[config.mk]
export PLATFORM = sky130hd
export DESIGN_NAME = sps_back
export DESIGN_NICKNAME = d
export VERILOG_FILES = /design/src/rtl/core/sps_pkg.sv /design/src/rtl/core/sps_back.sv
export SDC_FILE = /design/constraint.sdc
export NUM_CORES = 1
export LEC_CHECK = 0
export BUFFER_PORTS_ARGS = -buffer_cell sky130_fd_sc_hd__buf_2
export CORE_UTILIZATION = 35
export CTS_BUF_LIST = sky130_fd_sc_hd__clkbuf_4
export CTS_CLUSTER_DIAMETER = 120
export DETAILED_ROUTE_END_ITERATION = 7
export HOLD_SLACK_MARGIN = 0.02
export PLACE_DENSITY = 0.73
export SLEW_MARGIN = 20
export SYNTH_ARGS = -nofsm -noshare
export SYNTH_HDL_FRONTEND = slang
export SYNTH_SLANG_ARGS = --single-unit
[constraint.sdc]
create_clock -name clock -period 7.4 [get_ports clock]
set_input_delay 1.48 -clock clock [delete_from_list [all_inputs] [get_ports clock]]
set_output_delay 1.48 -clock clock [all_outputs]
set_load 0.005 [all_outputs]
[src/rtl/core/sps_pkg.sv]
// Shared types and constants of the five-point stencil sum block.
`default_nettype none

package sps_pkg;

   localparam int SAMPLE_W    = 32;
   localparam int SUM_W       = 35;
   localparam int IDX_W       = 11;
   localparam int CSR_W       = 11;
   localparam int P1_W        = 34;
   localparam int P2_W        = 33;
   localparam int QUEUE_DEPTH = 2;
   localparam int QPTR_W      = 1;
   localparam int QCNT_W      = 2;

   localparam logic [CSR_W-1:0] GRID_SIZE_RESET = 11'd1024;

   typedef struct packed {
      logic signed [P1_W-1:0] part_a;
      logic signed [P2_W-1:0] part_b;
      logic [IDX_W-1:0]       row;
      logic [IDX_W-1:0]       col;
      logic                   last;
   } entry_type;

   typedef struct packed {
      logic full;
      logic empty;
   } qstat_type;

endpackage

`default_nettype wire

[src/rtl/core/sps_back.sv]
// Result stage: final addition of the two partial sums into the output register.
`default_nettype none

module sps_back (
   input  wire logic                               clock,
   input  wire logic                               reset,
   input  wire sps_pkg::qstat_type                 q_stat,
   input  wire sps_pkg::entry_type                 head_entry,
   output logic                                    pop,
   output logic                                    rsp_valid,
   input  wire logic                               rsp_ready,
   output logic signed [sps_pkg::SUM_W-1:0]        rsp_stencil_sum,
   output logic        [sps_pkg::IDX_W-1:0]        rsp_out_row,
   output logic        [sps_pkg::IDX_W-1:0]        rsp_out_col,
   output logic                                    rsp_is_last
);

   logic                             valid_ff, valid_in;
   logic signed [sps_pkg::SUM_W-1:0] sum_ff, sum_in;
   logic [sps_pkg::IDX_W-1:0]        row_ff, row_in;
   logic [sps_pkg::IDX_W-1:0]        col_ff, col_in;
   logic                             last_ff, last_in;

   assign pop = !q_stat.empty && (!valid_ff || rsp_ready);

   always_comb begin
      valid_in = valid_ff;
      sum_in   = sum_ff;
      row_in   = row_ff;
      col_in   = col_ff;
      last_in  = last_ff;
      if (valid_ff && rsp_ready) begin
         valid_in = 1'b0;
      end
      if (pop) begin
         valid_in = 1'b1;
         sum_in   = $signed({head_entry.part_a[sps_pkg::P1_W-1], head_entry.part_a}) +
                    $signed({{2{head_entry.part_b[sps_pkg::P2_W-1]}}, head_entry.part_b});
         row_in   = head_entry.row;
         col_in   = head_entry.col;
         last_in  = head_entry.last;
      end
   end

   always_ff @(posedge clock) begin
      if (reset) begin
         valid_ff <= 1'b0;
      end else begin
         valid_ff <= valid_in;
      end
      sum_ff  <= sum_in;
      row_ff  <= row_in;
      col_ff  <= col_in;
      last_ff <= last_in;
   end

   assign rsp_valid       = valid_ff;
   assign rsp_stencil_sum = sum_ff;
   assign rsp_out_row     = row_ff;
   assign rsp_out_col     = col_ff;
   assign rsp_is_last     = last_ff;

endmodule

`default_nettype wire

==> results_dict.tcl <==
set metrics [dict create \
    whs_path_depth 2 \
    power.share.sequential_pct 41.9 \
    tritonroute_pass_1_iters 4 \
    detail_route.wirelength_um 9330 \
    drive_gt1_share_pct 35.9 \
    peakVddDrop_mv 0.111 \
    worstSetupStartpointType "primary input" \
    yosysWarningCount 0 \
    edff_count_synth 58 \
    r2r.worst_path.cells 3 \
    dieArea_um2 11200 \
    worst_ep_required_time_ns 5.92 \
    ctsLongestPathBuffers 2 \
    total_congestion_overflow_after_global_routing 0 \
    hp-start "rsp_valid" \
    ctsHtreeMaxLevel 3 \
    clk_pin_slew_ns 0.10 \
    cp.arrival_ns 2.65 \
    synthesis_stage_register_bit_count 59 \
    grt_setup_unrepaired "no" \
    power.internal_w 0.000738 \
    via_count_of_the_first_global_routing_pass 3125 \
    top_level_ports 155 \
    clock_insertion_delay_worst_skew_ns 0.40 \
    report.final.setup_viol 0 \
    dpl.cell_count 632 \
    count_of_endpoints_failing_hold_in_the_final_timing_report 0 \
    final_min_period_over_clock_period_pct 55.8 \
    leakage_nw 2.18 \
    reg2reg_from "rsp_valid" \
    ys_async_sr_fraction_pct 0 \
    syn-mean-instance-area_um2 10.8 \
    min_period_ns 4.13 \
    synth-seq-area-share_pct 46.7 \
    power.switching_w 0.000269 \
    initial_utilization_pct 36.4 \
    port-buffer-count 153 \
    crit_start "rsp_ready" \
    chipHeight_um 106 \
    fin_worst_hold_slack_ns 0.531 \
    grt_resource_usage_total_pct 17.0 \
    combPwrFrac_pct 26.1 \
    syn_area_um2 3770 \
    synth.net_count 478 \
    highest_net_fanout_along_the_worst_path 59 \
    antenna_found_initial 0 \
    grt_max_degree 60 \
    synth_top_cell_area_share_pct 46.2 \
    dp_hpwl_um 7570 \
    antenna_left 0 \
    clock_tree.root_cell "sky130_fd_sc_hd__clkbuf_4" \
    drc 0 \
    report.final.slew_viol_count 0 \
    setup-tns-final_ns 0 \
    first_pass_grt_wire_length_um 14800 \
    synth.distinct_cells 53 \
    timing_worst_setup_path_type "primary input to output port" \
    cts-resized-gates 0 \
    synth.top_cells.by_area "sky130_fd_sc_hd__edfxtp_1 46%, sky130_fd_sc_hd__ha_1 11%, sky130_fd_sc_hd__a21oi_1 5.2%, sky130_fd_sc_hd__xnor2_1 4.9%, sky130_fd_sc_hd__nand2_1 2.8%" \
    main_synth_ff_type "sky130_fd_sc_hd__edfxtp_1" \
    setup.worst_path.end_class "output port" \
    nets 637 \
    achievable-frequency_mhz 242 \
    floorplan.rows 37 \
    worstMarginPinSlew_ns 0.725 \
    post_syn_instances 348 \
    finish.cell_count_without_fillers 648 \
    core_um2 10400 \
    worstHoldPathType "register to register" \
    worst_clock_skew_ns 0.00895 \
    cts_tree "built" \
    post_cts_hold_buffer_count 0 \
    cts.sinks 59 \
    inserted_diodes 0 \
    area_delta_synth_final_pct 29.8 \
    max_slew_margin_pct 51.7 \
    setup_buffers_after_cts 0 \
    clock_power_share_pct 32.0 \
    via_to_cell_ratio 4.99 \
    detailroute.via_count 3236 \
    powerDensity_nw_per_um2 206 \
    power_switching_share_pct 26.7 \
    drt_iter0_markers 157 \
    drv.max_cap_violation_count 0 \
    run_status "complete, no violations" \
    cts-buffers-inserted 9 \
    drt-wirelength-per-cell_um 14.4 \
    yosysTopAreaCell "sky130_fd_sc_hd__edfxtp_1" \
    place.gp.congestion 0.900 \
    dieWidth_um 106 \
]
power by group through the flow:
stage / clock network, W / logic (W) / registers, W
floorplan: 0 / 0.000157 / 0.000436
global placement: 0 / 0.000258 / 0.000430
detailed placement: 0 / 0.000261 / 0.000431
CTS: 0.000331 / 0.000263 / 0.000424
global route: 0.000342 / 0.000290 / 0.000426
finish: 0.000322 / 0.000263 / 0.000423
cells in the mapped netlist (2+ instances only):
cell type / number
sky130_fd_sc_hd__edfxtp_1: 58
sky130_fd_sc_hd__a21oi_1: 39
sky130_fd_sc_hd__ha_1: 34
sky130_fd_sc_hd__nand2_1: 28
sky130_fd_sc_hd__nor2_1: 22
sky130_fd_sc_hd__xnor2_1: 21
sky130_fd_sc_hd__o21ai_0: 16
sky130_fd_sc_hd__inv_1: 14
sky130_fd_sc_hd__a21o_1: 9
sky130_fd_sc_hd__xor2_1: 9
sky130_fd_sc_hd__nand2b_1: 7
sky130_fd_sc_hd__a31oi_1: 6
sky130_fd_sc_hd__nand3_1: 6
sky130_fd_sc_hd__nand4_1: 6
sky130_fd_sc_hd__o21ai_1: 6
sky130_fd_sc_hd__o21a_1: 5
sky130_fd_sc_hd__o21bai_1: 5
sky130_fd_sc_hd__a211oi_1: 4
sky130_fd_sc_hd__a21oi_2: 4
sky130_fd_sc_hd__clkbuf_1: 4
sky130_fd_sc_hd__nor2b_1: 4
sky130_fd_sc_hd__a211o_1: 3
sky130_fd_sc_hd__and3_1: 3
sky130_fd_sc_hd__a21boi_2: 2
sky130_fd_sc_hd__and2_1: 2
sky130_fd_sc_hd__nor3_1: 2
sky130_fd_sc_hd__o211ai_1: 2
sky130_fd_sc_hd__o22ai_1: 2
stage by stage:
stage | instance area, um2 | util, % | worst slack (ns) | total power (W)
2_1_floorplan | 3770 | - | 1.67 | 0.000594
3_3_place_gp | 4690 | 45.2 | 3.30 | 0.000688
3_5_place_dp | 4690 | 45.2 | 3.25 | 0.000692
4_1_cts | 4890 | 47.2 | 3.24 | 0.00102
5_1_grt | 4890 | 47.2 | 3.17 | 0.00106
6_report | 4890 | 47.2 | 3.27 | 0.00101
path summary, 6_finish.rpt:
path | endpoint | slack [ns]
worst max-delay path | pop | 3.27
worst min-delay path | rsp_valid | 0.53
worst max register to register | rsp_out_row[2] | 5.87
worst min register to register | rsp_valid | 0.53
flip-flops by register name (all words and copies together), names as in the netlist:
signal and flops:
rsp_out_row 11, rsp_out_col 11, rsp_valid 1, rsp_is_last 1
rsp_stencil_sum 35
layout make-up:
class	count	area, um2
Clock buffer	10	75.1
Clock inverter	6	128
Sequential cell	59	1760
Fill cell	986	5480
Tap cell	136	170
Timing Repair Buffer	154	773
Inverter	14	52.6
Multi-Input combinational cell	269	1930
worst max-delay path, stage by stage:
cell and delay (ns):
sky130_fd_sc_hd__buf_2 0.08, sky130_fd_sc_hd__nand2b_1 0.12, sky130_fd_sc_hd__nor2b_4 0.14, sky130_fd_sc_hd__buf_4 0.59, sky130_fd_sc_hd__buf_2 0.23
per-layer routing:
layer | track usage, % | part of all wire (%) | vias up
met4 | 8.43 | 2.8 | 0
met1 | 21.8 | 45 | 1469
met5 | 0 | 0 | -
li1 | - | - | 1632
met3 | 3.34 | 5.2 | 20
met2 | 27.1 | 47 | 115
layout by cell type (no fill, tap or decap), types with 4 or more instances in the layout:
cell,n
sky130_fd_sc_hd__nand2_1,28
sky130_fd_sc_hd__a211oi_1,4
sky130_fd_sc_hd__inv_1,14
sky130_fd_sc_hd__a21oi_1,39
sky130_fd_sc_hd__nand4_1,6
sky130_fd_sc_hd__a21o_1,9
sky130_fd_sc_hd__nand2b_1,7
sky130_fd_sc_hd__xnor2_1,21
sky130_fd_sc_hd__edfxtp_1,58
sky130_fd_sc_hd__buf_2,153
sky130_fd_sc_hd__nor2_1,22
sky130_fd_sc_hd__xor2_1,9
sky130_fd_sc_hd__o21a_1,5
sky130_fd_sc_hd__a31oi_1,6
sky130_fd_sc_hd__bufinv_16,4
sky130_fd_sc_hd__clkbuf_4,10
sky130_fd_sc_hd__a21oi_2,4
sky130_fd_sc_hd__o21ai_1,6
sky130_fd_sc_hd__nand3_1,6
sky130_fd_sc_hd__o21ai_0,16
sky130_fd_sc_hd__o21bai_1,5
sky130_fd_sc_hd__ha_1,34
logic make-up after synthesis:
family | share of synthesized area (%)
buf+inv | 2.22
xor+xnor | 6.97
fa+ha+maj | 11.8
compound gates | 21.4
simple gates | 10.9
flops | 46.7
(Power assumes the default switching activity.)
