<file path="config.mk">
export PLATFORM = sky130hd
export DESIGN_NAME = sps_queue
export DESIGN_NICKNAME = d
export VERILOG_FILES = /design/src/rtl/core/sps_pkg.sv /design/src/rtl/core/sps_queue.sv
export SDC_FILE = /design/constraint.sdc
export NUM_CORES = 1
export LEC_CHECK = 0
export ABC_CLOCK_PERIOD_IN_PS = 11050
export BUFFER_PORTS_ARGS = -buffer_cell sky130_fd_sc_hd__buf_2
export CORE_MARGIN = 10
export CORE_UTILIZATION = 45
export CTS_BUF_LIST = sky130_fd_sc_hd__clkbuf_8
export DETAILED_ROUTE_END_ITERATION = 16
export HOLD_SLACK_MARGIN = 0.03
export PLACE_DENSITY = 0.71
export SYNTH_ARGS = -nofsm -noshare
export SYNTH_HDL_FRONTEND = slang
export SYNTH_SLANG_ARGS = --single-unit
</file>
<file path="constraint.sdc">
create_clock -name clock -period 11.05 [get_ports clock]
set_input_delay 1.6575 -clock clock [delete_from_list [all_inputs] [get_ports clock]]
set_output_delay 1.6575 -clock clock [all_outputs]
set_load 0.01 [all_outputs]
</file>
<file path="src/rtl/core/sps_pkg.sv">
// Shared types and constants of the five-point stencil sum block.
`default_nettype none

package sps_pkg;

   localparam int SAMPLE_W    = 32;
   localparam int SUM_W       = 35;
   localparam int IDX_W       = 11;
   localparam int CSR_W       = 11;
   localparam int P1_W        = 34;
   localparam int P2_W        = 33;
   localparam int QUEUE_DEPTH = 2;
   localparam int QPTR_W      = 1;
   localparam int QCNT_W      = 2;

   localparam logic [CSR_W-1:0] GRID_SIZE_RESET = 11'd1024;

   typedef struct packed {
      logic signed [P1_W-1:0] part_a;
      logic signed [P2_W-1:0] part_b;
      logic [IDX_W-1:0]       row;
      logic [IDX_W-1:0]       col;
      logic                   last;
   } entry_type;

   typedef struct packed {
      logic full;
      logic empty;
   } qstat_type;

endpackage

`default_nettype wire

</file>
<file path="src/rtl/core/sps_queue.sv">
// Two-entry queue that decouples the front end from the result stage.
`default_nettype none

module sps_queue (
   input  wire logic                clock,
   input  wire logic                reset,
   input  wire logic                push,
   input  wire sps_pkg::entry_type  push_entry,
   input  wire logic                pop,
   output sps_pkg::entry_type       head_entry,
   output sps_pkg::qstat_type       q_stat
);

   sps_pkg::entry_type                slot_ff [sps_pkg::QUEUE_DEPTH];
   logic [sps_pkg::QPTR_W-1:0]        wr_ptr_ff, wr_ptr_in;
   logic [sps_pkg::QPTR_W-1:0]        rd_ptr_ff, rd_ptr_in;
   logic [sps_pkg::QCNT_W-1:0]        count_ff, count_in;

   always_comb begin
      wr_ptr_in = push ? wr_ptr_ff + 1'b1 : wr_ptr_ff;
      rd_ptr_in = pop ? rd_ptr_ff + 1'b1 : rd_ptr_ff;
      count_in  = count_ff;
      if (push && !pop) begin
         count_in = count_ff + 1'b1;
      end else if (pop && !push) begin
         count_in = count_ff - 1'b1;
      end
   end

   always_ff @(posedge clock) begin
      if (reset) begin
         wr_ptr_ff <= '0;
         rd_ptr_ff <= '0;
         count_ff  <= '0;
      end else begin
         wr_ptr_ff <= wr_ptr_in;
         rd_ptr_ff <= rd_ptr_in;
         count_ff  <= count_in;
      end
      if (push) begin
         slot_ff[wr_ptr_ff] <= push_entry;
      end
   end

   assign head_entry   = slot_ff[rd_ptr_ff];
   assign q_stat.full  = (count_ff == sps_pkg::QCNT_W'(sps_pkg::QUEUE_DEPTH));
   assign q_stat.empty = (count_ff == '0);

endmodule

`default_nettype wire

</file>
==> impl_metrics.csv, run 1 <==
group,metric,value,unit
yosys,synth_area,6740,sq um
place,place_area,7820,sq um
timing,slew_headroom,19.6,%
cts,cts-buffers-inserted,17,
cts,htree_levels,4,
power,finalPower,1.51,mW
die,fp.dieH,142,um
worst_setup_path,rr_worst_depth,2,
yosys,yosysSeqAreaShare,81.7,%
timing,rsz0062_at_grt,"no",
yosys,synth_top_area_share,80.3,%
yosys,synth_seq_cells,185,
yosys,syn_nets,397,
worst_setup_path,crit_path_top_delay_cell,"buf_4",
cts,cts_buffer_depth,2,
worst_setup_path,worst_setup_path_end_kind,"output port",
layout,seq_area,5510,sq um
min_path,hp-start,"count_ff[1]",
global_routing,grt_overflow,0,
layout,drive_gt1_share,61.1,%
worst_setup_path,worstPathCellList,"buf_4 > mux2_2 > buf_2",
yosys,async_flop_share,0,%
worst_setup_path,rr_endpoint,"slot_ff[1][18]",
yosys,synthTopCellsByArea,"edfxtp_1, mux2_2, buf_6, dfxtp_1, nor2_1",
worst_setup_path,rrSetupSlack,8.97,ns
min_path,hold_depth,2,
place,dpl.hpwl,9210,um
worst_setup_path,crit_required,9.39,ns
min_path,min_to,"count_ff[1]",
worst_setup_path,regToRegStartpoint,"wr_ptr_ff",
power,vdd_drop_max,99.9,uV
cts,cts.sinks,185,
detailed_routing,drtIter0Drc,232,
yosys,synth-edff-count,180,
die,rows,44,
power,p_leak,3.10,nW
layout,syn2layout_area_growth,23.1,%
cts,cts_tree,"built",
layout,final_nets,594,
layout,antenna-diode-count,0,
layout,multiInputGateArea,1130,sq um
die,start_util,46.2,%
timing,min_period,4.02,ns
cts,postCtsHoldBufs,0,
global_routing,grt_use_total,13.4,%
global_routing,antenna_found_initial,0,
detailed_routing,wl_per_cell,19.6,um
global_routing,grt_max_degree,91,
min_path,hold_class,"flop to flop",
layout,fillers,1146,
global_routing,first_global_vias,3980,
cts,path_clk_slew,0.08,ns
yosys,netlist_top_cells_count,"edfxtp_1, mux2_2, buf_6, dfxtp_1, nor2_1",
detailed_routing,vias,3432,
power,p_per_area,182,nW/um^2
power,clkPwrFrac,33.9,%
power,switching_share,21.6,%
worst_setup_path,cp-start-kind,"flop",
worst_setup_path,critical-path-top-delay-family,"buffers and inverters",
flow_run,max_cap_violations,0,
outcome,status,"complete, no violations",
timing,finalSetupViolations,0,
timing,finClkSkew,0.00612,ns
timing,fmax,249,MHz
worst_setup_path,critical_path_arrival,2.36,ns
die,coreArea,14600,sq um
detailed_routing,drt_wl_total,13600,um
yosys,netlist.top_cell.by_area,"edfxtp_1",
yosys,synth_ff_type,"edfxtp_1",
cts,clk_latency,0.44,ns
detailed_routing,vias_per_cell,4.93,
cts,post-cts-setup-buffer-count,0,
power,p_sw,0.325,mW
detailed_routing,route.detailed.drc,0,
layout,fin_area,8290,sq um
power,p_int,1.18,mW
power,power_frac_seq,55.1,%
yosys,yosysWarnings,0,
yosys,syn_area_per_cell,22.3,sq um
die,boundaryPins,186,
cts,root_buffer,"clkbuf_8",
yosys,yosysMostFrequentCell,"edfxtp_1",
worst_setup_path,path_class,"flop to output port",
yosys,synth.distinct_cells,16,
die,die_w,142,um
detailed_routing,dr.pass1.iters,4,
worst_setup_path,cp.buffers_inverters,2,
worst_setup_path,path_max_fanout,79,
global_routing,grt_pass1_wl,21000,um
cts,cts_resized,0,
power,power_frac_comb,11.0,%
timing,finalHoldViolations,0,
worst_setup_path,slowest_delay,0.79,ns
timing,finalCritPeriodShare,36.4,%
place,gp_congestion,0.725,
die,dieArea,20300,sq um
timing,drv_slew,0,
timing,tightest_slew,1.21,ns
detailed_routing,ant_nets,0,
layout,fin_util,56.8,%
place,io_buffers,185,
yosys,synthCells,302,
timing,setup_tns,0,ns
-- tightest hold or removal path: cells and delay by family, from the launching register on --
| kind | cells | cell delay (ns) |
|---|---|---|
| AOI/OAI and AO/OA | 2 | 0.16 |
| DFF | 1 | 0.33 |
-- metrics by stage --
stage | instances | hold WS (ns) | setup WS, ns
5_1_grt | 696 | 0.560 | 6.88
3_3_place_gp | 664 | 0.480 | 7.52
6_report | 696 | 0.528 | 7.03
4_1_cts | 696 | 0.534 | 6.98
3_5_place_dp | 664 | 0.522 | 7.49
2_1_floorplan | 302 | 0.461 | 4.92
-- final cells by class --
cell class	count	share of cell area, %
flip-flops and latches	185	66.5
multi-input cells	106	13.6
repair buffers	188	11.4
clock buffers	20	3.32
well taps	184	2.78
clock inverters	12	2.37
inverters	1	0.0453
-- how the worst max path moves through the flow --
stage | cells after the start | endpoint
3_5_place_dp | 3 | head_entry[20]
5_1_grt | 3 | head_entry[21]
2_1_floorplan | 1 | slot_ff[0][0]
6_report | 3 | head_entry[27]
4_1_cts | 3 | head_entry[20]
3_3_place_gp | 3 | head_entry[69]
-- power groups by stage --
stage	Sequential, mW	Clock [mW]	Combinational [mW]
2_1_floorplan	0.844	0	0.100
4_1_cts	0.830	0.526	0.171
3_3_place_gp	0.843	0	0.167
3_5_place_dp	0.846	0	0.170
5_1_grt	0.834	0.552	0.182
6_report	0.830	0.510	0.166
-- sequential cells by signal, indices dropped and copies added (netlist names), named ones only --
signal and count:
count_ff 2, slot_ff 180, rd_ptr_ff 1, wr_ptr_ff 1
-- cell families (layout without fill, tap and decap cells) --
kind of cell,count (synthesis),after routing,synth area share [%]
multiplexers,90,90,15.0
adder cells (fa/ha/maj),1,1,0.186
AND/OR/NAND/NOR,9,9,0.688
XOR/XNOR,4,4,0.520
buffers and inverters,11,221,1.67
AO/OA/AOI/OAI,2,2,0.148
flip-flops,185,185,81.7
-- placed cells by master, fill, tap and decap left out --
master / n
xor2_1: 2
nor2_1: 5
edfxtp_1: 180
buf_2: 185
clkbuf_8: 20
or3_1: 1
and2_4: 1
dfxtp_4: 1
nor2b_4: 1
dfxtp_1: 4
xnor2_1: 2
clkinv_2: 1
inv_1: 2
and2b_2: 1
ha_1: 1
clkinvlp_4: 5
a21oi_1: 1
bufinv_16: 5
o21ai_0: 1
mux2_2: 90
buf_4: 3
-- metal layers --
layer	vias up	part of all wire [%]	global-route usage [%]
met1	1710	38	14.5
met4	0	1.2	5.17
met2	127	52	22.6
li1	1580	-	-
met5	-	0	0
met3	15	8.8	5.84
Note: power is estimated with default switching activity, not from simulation.
==> inputs of run 2 (changes only) <==
ABC_CLOCK_PERIOD_IN_PS = 4000   (was 11050)
clock period = 4 ns   (was 11.05 ns; I/O delays follow)
==> run 2 against run 1 <==
- final cell count grew 0.14%
- utilization shrank 0.81 points
- largest power group unchanged
- final area shrank 1.4%
- power grew to 2.6 times the previous value
- sequential power grew to 2.8 times the previous value
- via count shrank 1.4%
- die area is the same
- sequential cell count is the same
- clock-buffer cell count shrank 3
- routed wire length shrank 2.3%
==> impl_metrics.csv, run 2 (synthesized netlist as in run 1, its figures left out) <==
group,metric,value,unit
cts,clk_latency,0.44,ns
cts,cts_resized,0,
layout,drive_gt1_share,60.6,%
worst_setup_path,path_max_fanout,90,
layout,reg.largest.list,"slot_ff x180, count_ff x2",
global_routing,grt_pass1_wl,20500,um
detailed_routing,vias,3383,
layout,final_nets,595,
layout,largest_reg_flops,180,
detailed_routing,vias_per_cell,4.85,
worst_setup_path,cp-start-kind,"flop",
global_routing,grt_max_degree,91,
layout,syn2layout_area_growth,21.3,%
min_path,hold_depth,1,
power,p_leak,3.06,nW
cts,cts_tree,"built",
timing,fmax,353,MHz
die,dieArea,20300,sq um
outcome,status,"complete, no violations",
flow_run,max_cap_violations,0,
detailed_routing,wl_per_cell,19.1,um
worst_setup_path,critical_path_arrival,2.23,ns
timing,finalSetupViolations,0,
detailed_routing,drt_wl_total,13300,um
power,p_per_area,471,nW/um^2
detailed_routing,dr_wl_met2,6480,um
die,boundaryPins,186,
detailed_routing,route.detailed.drc,0,
cts,post-cts-setup-buffer-count,0,
worst_setup_path,regToRegStartpoint,"wr_ptr_ff",
detailed_routing,route.met3.wl,1270,um
power,vdd_drop_max,289,uV
timing,setup_tns,0,ns
layout,antenna-diode-count,0,
detailed_routing,wl_met1,5330,um
die,start_util,46.2,%
worst_setup_path,rr_worst_depth,2,
place,dpl.hpwl,8990,um
min_path,hold_class,"primary input to flop",
place,io_buffers,185,
timing,slew_headroom,19.0,%
worst_setup_path,critical-path-top-delay-family,"flip-flops",
layout,fillers,1155,
timing,finalCritPeriodShare,70.8,%
worst_setup_path,crit_path_top_delay_cell,"dfxtp_4",
cts,htree_levels,4,
worst_setup_path,slowest_delay,1.12,ns
cts,root_buffer,"clkbuf_8",
detailed_routing,ant_nets,0,
cts,postCtsHoldBufs,0,
detailed_routing,highest_layer,"met4",
die,coreArea,14600,sq um
global_routing,grt_use_total,13.1,%
min_path,hp-start,"push_entry[88]",
power,finalPower,3.85,mW
timing,rsz0062_at_grt,"no",
cts,path_clk_slew,0.09,ns
worst_setup_path,rrSetupSlack,2.08,ns
min_path,min_to,"slot_ff[1][88]",
global_routing,first_global_vias,3820,
timing,tightest_slew,1.21,ns
timing,finClkSkew,0.00547,ns
detailed_routing,drtIter0Drc,104,
place,gp_congestion,0.734,
detailed_routing,dr.pass1.iters,4,
die,rows,44,
die,die_w,142,um
worst_setup_path,crit_required,3.40,ns
timing,min_period,2.83,ns
worst_setup_path,rr_endpoint,"slot_ff[1][45]",
timing,whs,0.337,ns
global_routing,grt_overflow,0,
worst_setup_path,cp.buffers_inverters,1,
worst_setup_path,worst_setup_path_end_kind,"output port",
worst_setup_path,path_class,"flop to output port",
global_routing,antenna_found_initial,1,
die,fp.dieH,142,um
timing,drv_slew,0,
cts,cts.sinks,185,
cts,cts_buffer_depth,2,
cts,cts-buffers-inserted,17,
layout,largest_register,"slot_ff",
worst_setup_path,worstPathCellList,"mux2_2 > buf_2",
layout,final_cell_mix,"buf_2, edfxtp_1, mux2_2",
timing,finalHoldViolations,0,
layout,final_common_cell,"buf_2",
run 2: changes by cell type in the layout (fill, tap and decap cells not counted):
cell	change
bufinv_16	-4
clkinvlp_4	-4
clkinv_2	+4
clkbuf_8	-3
clkinv_1	+3
clkinv_4	+4
buf_4	+1
run 2: metal layers:
layer	vias up	track usage, %
li1	1591	-
met1	1648	14.6
met2	124	21.1
met3	20	6.48
met4	0	5.48
met5	-	0
run 2: through the flow:
| step | cell area [sq um] | utilization, % | worst slack (ns) | instances |
|---|---|---|---|---|
| 6_report | 8170 | 56.0 | 1.17 | 697 |
| 3_5_place_dp | 7830 | 53.6 | 1.59 | 665 |
| 3_3_place_gp | 7830 | 53.6 | 1.60 | 665 |
| 2_1_floorplan | 6740 | - | 0.613 | 302 |
| 5_1_grt | 8170 | 56.0 | 0.993 | 697 |
| 4_1_cts | 8170 | 56.0 | 1.08 | 697 |
run 2: how the worst max path moves through the flow:
stage,start,to,slack [ns],cells past startpoint
5_1_grt,flop,head_entry[0],0.99,2
4_1_cts,flop,head_entry[0],1.08,2
6_report,flop,head_entry[59],1.17,2
2_1_floorplan,push,slot_ff[0][0],0.61,1
3_5_place_dp,flop,head_entry[87],1.59,2
3_3_place_gp,flop,head_entry[0],1.60,2
run 2: area by class of cell:
type	count	area, sq um	area share (%)
clock inverter	15	113	1.38
clock buffer	17	234	2.86
tap	184	230	2.82
inverter	1	3.75	0.0459
multi-input combinational	106	1130	13.8
sequential	185	5510	67.4
timing repair buffer	189	956	11.7
run 2: power breakdown:
part | switching [mW] | total (mW) | internal [mW]
sequential | 0.0619 | 2.32 | 2.26
combinational | 0.214 | 0.427 | 0.213
clock | 0.619 | 1.10 | 0.481
total | 0.895 | 3.85 | 2.95
